==> src/rtl/core/itp_pkg.sv <==
// Shared types, codes and the precedence function for the infix-to-postfix converter.
// This file has no dependencies. Every other file in rtl/core imports it.
package itp_pkg;

	// Token kinds on the input channel.
	localparam logic [1:0] CMD_OPERAND = 2'd0;
	localparam logic [1:0] CMD_OPER    = 2'd1;
	localparam logic [1:0] CMD_END     = 2'd2;

	// Operator codes that need special handling.
	localparam logic [3:0] OP_LPAREN = 4'd4;
	localparam logic [3:0] OP_RPAREN = 4'd5;

	// Result kinds.
	localparam logic [1:0] KIND_OPERAND  = 2'd0;
	localparam logic [1:0] KIND_OPERATOR = 2'd1;
	localparam logic [1:0] KIND_DONE     = 2'd2;

	// Status codes reported with the done item.
	localparam logic [1:0] ST_OK        = 2'd0;
	localparam logic [1:0] ST_UNMATCHED = 2'd1;
	localparam logic [1:0] ST_OVERFLOW  = 2'd2;

	localparam logic [7:0] COUNT_MAX = 8'd255;

	// Depth of the token queue between front and back.
	localparam int Q_DEPTH = 4;
	localparam int Q_AW    = 2;
	localparam int Q_CW    = 3;

	// Input item.
	typedef struct packed {
		logic [1:0]  cmd;
		logic [3:0]  op_code;
		logic [31:0] operand_value;
	} in_item_t;

	// Result item.
	typedef struct packed {
		logic [1:0]  kind;
		logic [3:0]  out_op;
		logic [31:0] out_value;
		logic [7:0]  token_count;
		logic [1:0]  status;
		logic        last;
	} out_item_t;

	// Token class as decided by the front.
	typedef enum logic [2:0] {
		CL_OPERAND,
		CL_LPAREN,
		CL_RPAREN,
		CL_OPER,
		CL_END
	} tok_class_t;

	// Classified token held in the queue.
	typedef struct packed {
		tok_class_t  cls;
		logic [3:0]  op;
		logic [2:0]  prec;
		logic [31:0] value;
	} tok_t;

	// Queue fill status seen by both sides.
	typedef struct packed {
		logic full;
		logic empty;
	} q_stat_t;

	// Operator precedence; zero marks parentheses and unknown codes.
	function automatic logic [2:0] op_prec(input logic [3:0] op);
		logic [2:0] p;
		case (op)
			4'd0, 4'd1: p = 3'd1;
			4'd2, 4'd3: p = 3'd2;
			4'd6: p = 3'd3;
			4'd7, 4'd8, 4'd9, 4'd10, 4'd11: p = 3'd4;
			default: p = 3'd0;
		endcase
		return p;
	endfunction

endpackage

==> src/rtl/core/itp_front.sv <==
// Front end: accepts input items, classifies them and drops tokens that do nothing.
// Depends on itp_pkg.
module itp_front (
	input  logic             token_valid,
	output logic             token_stall,
	input  itp_pkg::in_item_t token,
	input  itp_pkg::q_stat_t  q_stat,
	output logic             q_push,
	output itp_pkg::tok_t     q_tok
);
	import itp_pkg::*;

	logic       keep;
	logic [2:0] prec;

	// Hold the source off only while the queue is full.
	assign token_stall = q_stat.full;

	// Classify the incoming token.
	always_comb begin
		prec          = op_prec(token.op_code);
		keep          = 1'b1;
		q_tok.cls     = CL_OPERAND;
		q_tok.op      = token.op_code;
		q_tok.prec    = prec;
		q_tok.value   = token.operand_value;
		case (token.cmd)
			CMD_OPERAND: q_tok.cls = CL_OPERAND;
			CMD_OPER: begin
				if (token.op_code == OP_LPAREN) begin
					q_tok.cls = CL_LPAREN;
				end else if (token.op_code == OP_RPAREN) begin
					q_tok.cls = CL_RPAREN;
				end else if (prec != 3'd0) begin
					q_tok.cls = CL_OPER;
				end else begin
					keep = 1'b0;
				end
			end
			CMD_END: q_tok.cls = CL_END;
			default: keep = 1'b0;
		endcase
	end

	// Only tokens with an effect go into the queue.
	assign q_push = token_valid && !token_stall && keep;

endmodule

==> src/rtl/core/itp_queue.sv <==
// Short token queue that decouples the front from the stack engine.
// Depends on itp_pkg.
module itp_queue (
	input  logic             clk,
	input  logic             arst_n,
	input  logic             push,
	input  itp_pkg::tok_t     push_tok,
	input  logic             pop,
	output itp_pkg::tok_t     head,
	output itp_pkg::q_stat_t  stat
);
	import itp_pkg::*;

	tok_t             entry_q [Q_DEPTH];
	logic [Q_AW-1:0]  wr_ptr_q;
	logic [Q_AW-1:0]  rd_ptr_q;
	logic [Q_CW-1:0]  cnt_q;
	logic             do_push;
	logic             do_pop;

	assign stat.full  = (cnt_q == Q_CW'(Q_DEPTH));
	assign stat.empty = (cnt_q == '0);
	assign do_push    = push && !stat.full;
	assign do_pop     = pop && !stat.empty;
	assign head       = entry_q[rd_ptr_q];

	// Pointers and fill count.
	always_ff @(posedge clk or negedge arst_n) begin
		if (!arst_n) begin
			wr_ptr_q <= '0;
			rd_ptr_q <= '0;
			cnt_q    <= '0;
		end else begin
			if (do_push) begin
				wr_ptr_q <= wr_ptr_q + 1'b1;
			end
			if (do_pop) begin
				rd_ptr_q <= rd_ptr_q + 1'b1;
			end
			if (do_push && !do_pop) begin
				cnt_q <= cnt_q + 1'b1;
			end else if (do_pop && !do_push) begin
				cnt_q <= cnt_q - 1'b1;
			end
		end
	end

	// Queue storage.
	always_ff @(posedge clk) begin
		if (do_push) begin
			entry_q[wr_ptr_q] <= push_tok;
		end
	end

endmodule

==> src/rtl/core/itp_back.sv <==
// Back end: operator stack engine that turns classified tokens into postfix items.
// Depends on itp_pkg. The stack lives in a memory with the two top entries cached.
module itp_back #(
	parameter int STACK_DEPTH = 32
) (
	input  logic              clk,
	input  logic              arst_n,
	input  itp_pkg::q_stat_t   q_stat,
	input  itp_pkg::tok_t      q_head,
	output logic              q_pop,
	output logic              result_valid,
	input  logic              result_stall,
	output itp_pkg::out_item_t result
);
	import itp_pkg::*;

	localparam int AW = $clog2(STACK_DEPTH);
	localparam int LW = $clog2(STACK_DEPTH + 1);

	typedef enum logic [1:0] {
		S_IDLE,
		S_EXEC,
		S_LOAD
	} state_t;

	state_t     state_q, state_d;
	tok_t       cur_q;
	logic [LW-1:0] level_q;
	logic [3:0] top_q;
	logic [3:0] nxt_q;
	logic [7:0] count_q;
	logic [1:0] err_q;
	logic       fin_q;
	logic       rvalid_q;
	out_item_t  res_q;
	logic [3:0] stack_mem_q [STACK_DEPTH];
	logic [3:0] rd_q;

	logic       out_free;
	logic       has_top, has_nxt, top_lp, nxt_lp;
	logic       top_beats, nxt_beats;
	logic       need_load, full;
	logic       emit, do_pop, do_push, push_ok, clr, fin, bump;
	logic [1:0] err_code;
	out_item_t  emit_item;
	logic [7:0] count_inc;
	logic [AW-1:0] rd_addr, wr_addr;

	// Stack view: the top two entries sit in registers.
	assign out_free  = !rvalid_q || !result_stall;
	assign has_top   = (level_q != '0);
	assign has_nxt   = (level_q >= LW'(2));
	assign top_lp    = (top_q == OP_LPAREN);
	assign nxt_lp    = (nxt_q == OP_LPAREN);
	assign top_beats = has_top && !top_lp && (op_prec(top_q) >= cur_q.prec);
	assign nxt_beats = has_nxt && !nxt_lp && (op_prec(nxt_q) >= cur_q.prec);
	assign need_load = (level_q >= LW'(3));
	assign full      = (level_q == LW'(STACK_DEPTH));
	assign rd_addr   = AW'(level_q - LW'(3));
	assign wr_addr   = AW'(level_q);
	assign count_inc = (count_q == COUNT_MAX) ? count_q : count_q + 8'd1;

	// Decide what the current token does this cycle.
	always_comb begin
		q_pop     = 1'b0;
		emit      = 1'b0;
		emit_item = '0;
		do_pop    = 1'b0;
		do_push   = 1'b0;
		clr       = 1'b0;
		fin       = 1'b0;
		err_code  = ST_OK;
		state_d   = state_q;
		case (state_q)
			S_IDLE: begin
				if (!q_stat.empty) begin
					q_pop   = 1'b1;
					state_d = S_EXEC;
				end
			end
			S_EXEC: begin
				case (cur_q.cls)
					CL_OPERAND: begin
						if (out_free) begin
							emit                = 1'b1;
							emit_item.kind      = KIND_OPERAND;
							emit_item.out_value = cur_q.value;
							emit_item.last      = 1'b1;
							state_d             = S_IDLE;
						end
					end
					CL_LPAREN: begin
						do_push = 1'b1;
						state_d = S_IDLE;
					end
					CL_OPER: begin
						if (top_beats) begin
							if (out_free) begin
								emit             = 1'b1;
								emit_item.kind   = KIND_OPERATOR;
								emit_item.out_op = top_q;
								emit_item.last   = !nxt_beats;
								do_pop           = 1'b1;
							end
						end else begin
							do_push = 1'b1;
							state_d = S_IDLE;
						end
					end
					CL_RPAREN: begin
						if (!has_top) begin
							err_code = ST_UNMATCHED;
							state_d  = S_IDLE;
						end else if (top_lp) begin
							// Matching open paren: drop it silently and finish.
							do_pop = 1'b1;
							fin    = 1'b1;
						end else if (out_free) begin
							emit             = 1'b1;
							emit_item.kind   = KIND_OPERATOR;
							emit_item.out_op = top_q;
							emit_item.last   = !has_nxt || nxt_lp;
							do_pop           = 1'b1;
						end
					end
					CL_END: begin
						if (out_free) begin
							emit = 1'b1;
							if (has_top) begin
								emit_item.kind   = KIND_OPERATOR;
								emit_item.out_op = top_q;
								do_pop           = 1'b1;
							end else begin
								emit_item.kind        = KIND_DONE;
								emit_item.token_count = count_q;
								emit_item.status      = err_q;
								emit_item.last        = 1'b1;
								clr                   = 1'b1;
								state_d               = S_IDLE;
							end
						end
					end
					default: state_d = S_IDLE;
				endcase
				// A pop refills the second cached entry from memory when deep enough.
				if (do_pop) begin
					if (need_load) begin
						state_d = S_LOAD;
					end else if (fin) begin
						state_d = S_IDLE;
					end
				end
			end
			S_LOAD: state_d = fin_q ? S_IDLE : S_EXEC;
			default: state_d = S_IDLE;
		endcase
	end

	assign push_ok = do_push && !full;
	assign bump    = emit && (emit_item.kind != KIND_DONE);

	// Control state, stack cache and output register.
	always_ff @(posedge clk or negedge arst_n) begin
		if (!arst_n) begin
			state_q  <= S_IDLE;
			level_q  <= '0;
			count_q  <= '0;
			err_q    <= ST_OK;
			fin_q    <= 1'b0;
			rvalid_q <= 1'b0;
		end else begin
			state_q <= state_d;
			if (q_pop) begin
				cur_q <= q_head;
			end
			if (do_pop) begin
				fin_q <= fin;
			end
			// Stack level and cached top entries.
			if (clr) begin
				level_q <= '0;
			end else if (push_ok) begin
				level_q <= level_q + 1'b1;
				top_q   <= cur_q.op;
				nxt_q   <= top_q;
			end else if (do_pop) begin
				level_q <= level_q - 1'b1;
				top_q   <= nxt_q;
			end
			if (state_q == S_LOAD) begin
				nxt_q <= rd_q;
			end
			// Emitted count and sticky error.
			if (clr) begin
				count_q <= '0;
			end else if (bump) begin
				count_q <= count_inc;
			end
			if (clr) begin
				err_q <= ST_OK;
			end else if (err_q == ST_OK) begin
				if (do_push && full) begin
					err_q <= ST_OVERFLOW;
				end else if (err_code != ST_OK) begin
					err_q <= err_code;
				end
			end
			// Output register.
			if (emit) begin
				rvalid_q <= 1'b1;
				res_q    <= emit_item;
			end else if (!result_stall) begin
				rvalid_q <= 1'b0;
			end
		end
	end

	// Stack memory: one write port, one registered read port.
	always_ff @(posedge clk) begin
		if (push_ok) begin
			stack_mem_q[wr_addr] <= cur_q.op;
		end
		if (do_pop && need_load) begin
			rd_q <= stack_mem_q[rd_addr];
		end
	end

	assign result_valid = rvalid_q;
	assign result       = res_q;

endmodule

==> src/rtl/core/infix_to_postfix_converter.sv <==
// Channel   Payload              Handshake               Direction
// token     itp_pkg::in_item_t   token_valid/stall       into the block
// result    itp_pkg::out_item_t  result_valid/stall      out of the block
//
// The stack engine takes each token from the queue in S_IDLE and handles it in S_EXEC.
// An operator, an end token or a close paren pops stacked entries one at a time there;
// a close paren that finds its open paren pops that too and then returns to S_IDLE.
// A pop made while three or more entries are stacked passes through S_LOAD for the memory read.
// A 4-entry queue lets the front keep accepting while the engine works or results stall.
// arst_n clears the stack level, count, status and all handshake state; no clearing pass.
// Top level of the infix-to-postfix converter; depends on itp_pkg, itp_front,
// itp_queue and itp_back.
module infix_to_postfix_converter #(
	parameter int STACK_DEPTH = 32
) (
	input  logic              clk,
	input  logic              arst_n,
	input  logic              token_valid,
	output logic              token_stall,
	input  itp_pkg::in_item_t  token,
	output logic              result_valid,
	input  logic              result_stall,
	output itp_pkg::out_item_t result
);
	import itp_pkg::*;

	q_stat_t q_stat;
	tok_t    q_tok;
	tok_t    q_head;
	logic    q_push;
	logic    q_pop;

	// Classify and accept tokens.
	itp_front u_front (
		.token_valid (token_valid),
		.token_stall (token_stall),
		.token       (token),
		.q_stat      (q_stat),
		.q_push      (q_push),
		.q_tok       (q_tok)
	);

	// Token queue.
	itp_queue u_queue (
		.clk      (clk),
		.arst_n   (arst_n),
		.push     (q_push),
		.push_tok (q_tok),
		.pop      (q_pop),
		.head     (q_head),
		.stat     (q_stat)
	);

	// Stack engine and result register.
	itp_back #(
		.STACK_DEPTH (STACK_DEPTH)
	) u_back (
		.clk          (clk),
		.arst_n       (arst_n),
		.q_stat       (q_stat),
		.q_head       (q_head),
		.q_pop        (q_pop),
		.result_valid (result_valid),
		.result_stall (result_stall),
		.result       (result)
	);

endmodule

==> config.mk <==
export PLATFORM = sky130hd
export DESIGN_NAME = infix_to_postfix_converter
export DESIGN_NICKNAME = d
export VERILOG_FILES = /design/src/rtl/core/itp_pkg.sv /design/src/rtl/core/itp_front.sv /design/src/rtl/core/itp_queue.sv /design/src/rtl/core/itp_back.sv /design/src/rtl/core/infix_to_postfix_converter.sv
export SDC_FILE = /design/constraint.sdc
export NUM_CORES = 1
export LEC_CHECK = 0
export BUFFER_PORTS_ARGS = -buffer_cell sky130_fd_sc_hd__buf_2
export CORE_UTILIZATION = 35
export CTS_CLUSTER_DIAMETER = 100
export DETAILED_ROUTE_END_ITERATION = 12
export GPL_TIMING_DRIVEN = 0
export MAX_ROUTING_LAYER = met4
export PLACE_DENSITY_LB_ADDON = 0.08
export SLEW_MARGIN = 20
export SYNTH_ARGS = -nofsm -noshare
export SYNTH_HDL_FRONTEND = slang
export SYNTH_SLANG_ARGS = --single-unit
export TNS_END_PERCENT = 1
==> constraint.sdc <==
create_clock -name clk -period 5.9 [get_ports clk]
set_input_delay 1.18 -clock clk [delete_from_list [all_inputs] [get_ports clk]]
set_output_delay 1.18 -clock clk [all_outputs]
set_load 0.1 [all_outputs]
==> flow_metrics.tcl, run 1 <==
set metrics [dict create \
    yosysUniqueCellTypes 60 \
    synth_area_um2 17160 \
    arrival_ns 4.33 \
    critPathMaxFanout 10 \
    finalSetupViolations 0 \
    portBuffers 92 \
    yosysTopAreaCell "edfxtp_1" \
    drt-wirelength-per-cell_um 20.71 \
    firstDrtPassIters 4 \
    core_area_um2 48050 \
    nets 1138 \
    critPathKind "flip-flop to flip-flop" \
    die_h_um 223.4 \
    dp_hpwl_um 23390 \
    netlist.area_leader.share 0.6983 \
    hp-start "u_queue.cnt_q[2]" \
    syn_inst 912 \
    place_inst 1633 \
    root_buffer "clkbuf_16" \
    required_ns 6.12 \
    powerDensity_nw_per_um2 493.1 \
    slew_violations 0 \
    boundaryPins 93 \
    cts_buffers 48 \
    initial_core_util 0.3571 \
    end_kind "flip-flop" \
    avgSynthCellArea_um2 18.81 \
    grt_pass1_vias 9027 \
    areaGrowthSynthToFinish_pct 17.60 \
    routed_wl_um 35760 \
    rows 80 \
    peakVddDrop_mv 0.2447 \
    dieArea_um2 49910 \
    hold_buffers 0 \
    tns_ns 0 \
    async_flop_share 0.06250 \
    synth.net_count 981 \
    finClkSkew_ns 0.01848 \
    netlist_top_cells_area "edfxtp_1 (70%), mux4_2 (11%), dfrtp_1 (3.9%), and2_1 (1.9%), ha_1 (1.8%)" \
    postRouteAntennaNets 0 \
    status "complete, no violations" \
    period_minus_slack_ns 4.110 \
    seq_area_frac_synth 0.7447 \
    fin_crit_sh 0.6965 \
    ctsLongestPathBuffers 3 \
    worstSetupStartpointType "flip-flop" \
    power_mw 9.950 \
    antenna_found_initial 4 \
    fin_util 0.4199 \
    reg2reg_depth 11 \
    cts_max_level 2 \
    grt-ovfl-total 0 \
    dp_slack_ns 1.647 \
    avgViaCountPerCell 4.866 \
    grt_setup_unrepaired "false" \
    fin_ws_ns 1.791 \
    grt_util_all_layers 0.1539 \
    hold_path_depth 1 \
    postCtsSetupBuffers 0 \
    hold_viol 0 \
    worstHoldPathType "flip-flop to flip-flop" \
    clk_latency_ns 0.58 \
    synth-seq-cells 432 \
    ys.flop_type "edfxtp_1" \
    cts_sinks 432 \
    drive_above_1_share 0.2699 \
    fmax_mhz 243.3 \
    gp_congestion 0.7791 \
    relSlewSlack 0.3689 \
    reg2reg_slack_ns 1.79 \
    tightest_slew_ns 0.9467 \
    dr_total_vias 8404 \
    initialDrtViolationCount 572 \
    rr_startpoint "u_back.level_q[0]" \
    p_leak_nw 6.879 \
    remaining_drc_errors 0 \
    tritoncts "done" \
    synth_edf_count 399 \
    final_cells 1727 \
    cts.clk_slew.worst_paths_ns 0.06 \
    grt_pass1_wl_um 55750 \
    yosysWarnings 0 \
    maxCapViolations 0 \
    cts_resized 0 \
    die_w_um 223.4 \
    hold_end "u_queue.cnt_q[2]" \
    grt_max_degree 37 \
    reg2reg_to "u_back.stack_mem_q[6][3]" \
]
## per-stage QoR
stage | hold WS (ns) | cell area, um2
floorplan | 0.4560 | 17160
global placement | 0.4853 | 18390
detailed placement | 0.4893 | 18620
CTS | 0.4974 | 20150
global route | 0.5008 | 20180
finish | 0.4856 | 20180
## sequential cells by signal, summed over array words and instances, names as in the netlist, named ones only
name,flops
u_back.count_q,8
u_back.cur_q,42
u_back.err_q,2
u_back.fin_q,1
u_back.level_q,6
u_back.nxt_q,4
u_back.rd_q,4
u_back.result,49
u_back.result_valid,1
u_back.stack_mem_q,128
u_back.state_q,2
u_back.top_q,4
u_queue.cnt_q,3
u_queue.entry_q,168
u_queue.rd_ptr_q,2
u_queue.wr_ptr_q,2
## cell usage after synthesis, types with 12 or more instances
library cell / count
mux4_2: 82
nor3_1: 13
edfxtp_1: 399
nor2_1: 62
dfrtp_1: 27
inv_1: 25
clkbuf_1: 17
a21oi_1: 24
nand2_1: 24
and2_1: 52
mux2i_1: 12
o21ai_0: 12
ha_1: 25
## final cells by class
class / instances / area [um2]
Clock buffer: 58 / 1239
Timing Repair Buffer: 107 / 678.2
Buffer: 30 / 138.9
Clock inverter: 31 / 291.5
Inverter: 27 / 101.3
Sequential cell: 432 / 12780
Multi-Input combinational cell: 423 / 4172
Fill cell: 4285 / 27870
Tap cell: 615 / 769.5
Antenna cell: 4 / 10.01
## placed cells by master (no fill, tap or decap), types with 8 or more instances in the layout
master	synthesis	layout
clkinv_1	0	15
nand3_1	8	8
buf_2	9	101
xnor2_1	11	10
nand2_1	24	24
dfrtp_1	27	27
nor2_1	62	62
clkinv_2	0	8
a21oi_1	24	24
inv_1	25	25
clkbuf_1	17	27
and2_1	52	47
o21ai_0	12	12
nor3_1	13	13
mux2i_1	12	12
mux4_2	82	82
edfxtp_1	399	399
clkbuf_16	0	48
mux2_2	11	11
ha_1	25	25
## cell families (layout without fill, tap and decap cells)
logic type | after synthesis | in the layout | synth area share
flops | 432 | 432 | 0.7447
simple gates | 209 | 209 | 0.06505
mux | 110 | 110 | 0.1251
compound gates | 61 | 61 | 0.02239
buf+inv | 57 | 253 | 0.01400
fa+ha+maj | 27 | 27 | 0.02056
xor+xnor | 16 | 16 | 0.008167
other cells | 0 | 4 | 0
## worst max-delay path, cell delays in order, from the launching register on
cell	delay (ns)
dfrtp_1	0.40
buf_2	0.22
buf_2	0.27
inv_1	0.19
ha_1	0.25
or4b_1	0.55
nand4_1	0.13
nand3_1	0.27
inv_2	0.31
buf_2	0.29
nand2_1	0.38
nor2_1	0.48
## worst max-delay path by stage
stage,depth (start not counted),end,slack [ns],start
after floorplan,8,u_back.result[0],0.03,u_back.level_q[0]
after global placement,8,u_back.result[21],-3.37,u_back.level_q[0]
after detailed placement,11,u_back.stack_mem_q[26][1],1.65,u_back.level_q[0]
after CTS,11,u_back.stack_mem_q[26][0],1.64,u_back.level_q[0]
after global routing,11,u_back.stack_mem_q[26][3],1.40,u_back.level_q[0]
final,11,u_back.stack_mem_q[6][3],1.79,u_back.level_q[0]
## metal layers
layer,track usage,vias up,share of wire
met2,0.2372,163,0.48
li1,-,3923,-
met5,-,-,0
met3,0.03964,59,0.055
met4,0.04817,0,0.021
met1,0.1997,4259,0.44
## report_power, final
group          internal, mW  leakage [nW]  switching [mW]
combinational          1.23          2.13            1.65
sequential             3.93          4.00           0.216
clock                  1.72         0.750            1.21
Note: power is estimated with default switching activity, not from simulation.
==> run 2: changes to the inputs <==
==> constraint.sdc (replaced) <==
create_clock -name clk -period 3.8 [get_ports clk]
set_input_delay 0.76 -clock clk [delete_from_list [all_inputs] [get_ports clk]]
set_output_delay 0.76 -clock clk [all_outputs]
set_load 0.1 [all_outputs]
==> flow_metrics.tcl, run 2 (synthesis results as in run 1) <==
set metrics [dict create \
    cts_buffers 48 \
    peakVddDrop_mv 0.3840 \
    tritoncts "done" \
    clk_latency_ns 0.60 \
    mostFrequentLayoutCells "edfxtp_1 (399), buf_2 (98), mux4_2 (82)" \
    worstHoldPathType "input pin to asynchronous set/reset pin" \
    relSlewSlack 0.3705 \
    nets 1135 \
    period_minus_slack_ns 3.616 \
    grt_setup_unrepaired "false" \
    areaGrowthSynthToFinish_pct 17.98 \
    end_kind "flip-flop" \
    tightest_slew_ns 0.9371 \
    dr_total_vias 8390 \
    maxCapViolations 0 \
    antenna_found_initial 4 \
    fin_area_um2 20240 \
    status "complete, no violations" \
    die_w_um 223.4 \
    initial_core_util 0.3571 \
    grt.busiest_layer "met2" \
    cts_sinks 432 \
    root_buffer "clkbuf_16" \
    ctsLongestPathBuffers 3 \
    layout.cells.most_common "edfxtp_1" \
    finalSetupViolations 0 \
    worstSetupStartpointType "flip-flop" \
    dpl-instance-area_um2 18600 \
    postRouteAntennaNets 0 \
    required_ns 4.26 \
    cts.clk_slew.worst_paths_ns 0.06 \
    p_leak_nw 6.855 \
    gp_congestion 0.7668 \
    critPathKind "flip-flop to flip-flop" \
    firstDrtPassIters 4 \
    largest_register_ffs 168 \
    hold_viol 0 \
    grt_use_met1 0.2032 \
    routed_wl_um 35510 \
    core_area_um2 48050 \
    rows 80 \
    die_h_um 223.4 \
    initialDrtViolationCount 460 \
    fmax_mhz 276.5 \
    arrival_ns 4.08 \
    grt-ovfl-total 0 \
    grt_max_degree 43 \
    regMostFlops "u_queue.entry_q" \
    dieArea_um2 49910 \
    portBuffers 92 \
    met2_usage 0.2276 \
    drt-wirelength-per-cell_um 20.63 \
    fin_util 0.4213 \
    dp_hpwl_um 22700 \
    grt_pass1_wl_um 54880 \
    cts_max_level 2 \
    hold_buffers 0 \
    remaining_drc_errors 0 \
    drive_above_1_share 0.3028 \
    finClkSkew_ns 0.02979 \
    critPathMaxFanout 10 \
    grt_pass1_vias 8835 \
    grt_util_all_layers 0.1512 \
    avgViaCountPerCell 4.875 \
    grt_use_met3 0.03279 \
    fillers 4271 \
    powerDensity_nw_per_um2 759.8 \
    slew_violations 0 \
    boundaryPins 93 \
    fin_crit_sh 0.9516 \
]
## run 2: power by group
part / switching [mW] / internal [mW] / leakage (nW) / total (mW)
combinational: 2.59 / 1.93 / 2.12 / 4.52
sequential: 0.345 / 6.10 / 4.00 / 6.44
clock: 1.87 / 2.54 / 0.734 / 4.41
## run 2: critical path, cell delays in order (launching register included)
cell	delay [ns]
dfrtp_1	0.40
clkbuf_4	0.22
buf_6	0.19
inv_2	0.10
ha_2	0.22
or4b_4	0.51
or2_0	0.26
nand3_4	0.15
inv_2	0.12
buf_4	0.21
fa_1	0.46
inv_1	0.07
a21o_1	0.10
a21oi_1	0.07
xnor2_1	0.12
mux2_1	0.28
## run 2: layout make-up
cell class	count	area [um2]	share of cell area
clock inverters	22	205.2	0.01014
clock buffers	65	1295	0.06398
multi-input cells	423	4282	0.2115
well taps	615	769.5	0.03801
inverters	27	101.3	0.005007
flip-flops and latches	432	12780	0.6312
plain buffers	30	150.1	0.007417
repair buffers	104	654.4	0.03233
diodes	3	7.507	0.0003709
## run 2: metal layers
layer	up-vias	wire length, um
li1	3908	-
met1	4259	16540
met2	156	16340
met3	67	1677
met4	0	954
met5	-	0
## run 2: path summary, 6_finish.rpt
kind	start	to	slack (ns)	cells past startpoint
max in group asynchronous	arst_n	u_back.count_q[1]	2.99	1
worst min register to register	u_queue.cnt_q[2]	u_queue.cnt_q[2]	0.49	1
worst max-delay path	u_back.level_q[0]	u_back.level_q[4]	0.18	15
worst max register to register	u_back.level_q[0]	u_back.level_q[4]	0.18	15
min in group clk	token[11]	u_queue.entry_q[1][11]	0.37	1
worst min-delay path	arst_n	u_queue.rd_ptr_q[0]	0.27	1
## run 2: stage by stage
step / instances / setup slack (ns) / hold WS [ns] / TNS (ns) / total power, mW
6_report: 1721 / 0.1837 / 0.2652 / 0 / 15.38
5_1_grt: 1721 / 0.003847 / 0.3120 / 0 / 16.21
4_1_cts: 1717 / 0.01627 / 0.2694 / 0 / 15.63
3_5_place_dp: 1629 / -0.3508 / 0.4771 / -36.43 / 11.10
3_3_place_gp: 1619 / -1.070 / 0.4815 / -250.86 / 11.03
2_1_floorplan: 912 / 0.2625 / 0.4543 / 0 / 9.717
## run 2: timing repair
action,CTS,global route
pin swaps,1,0
resized for setup,37,4
endpoints found under the setup margin,141,31
setup buffers,1,0
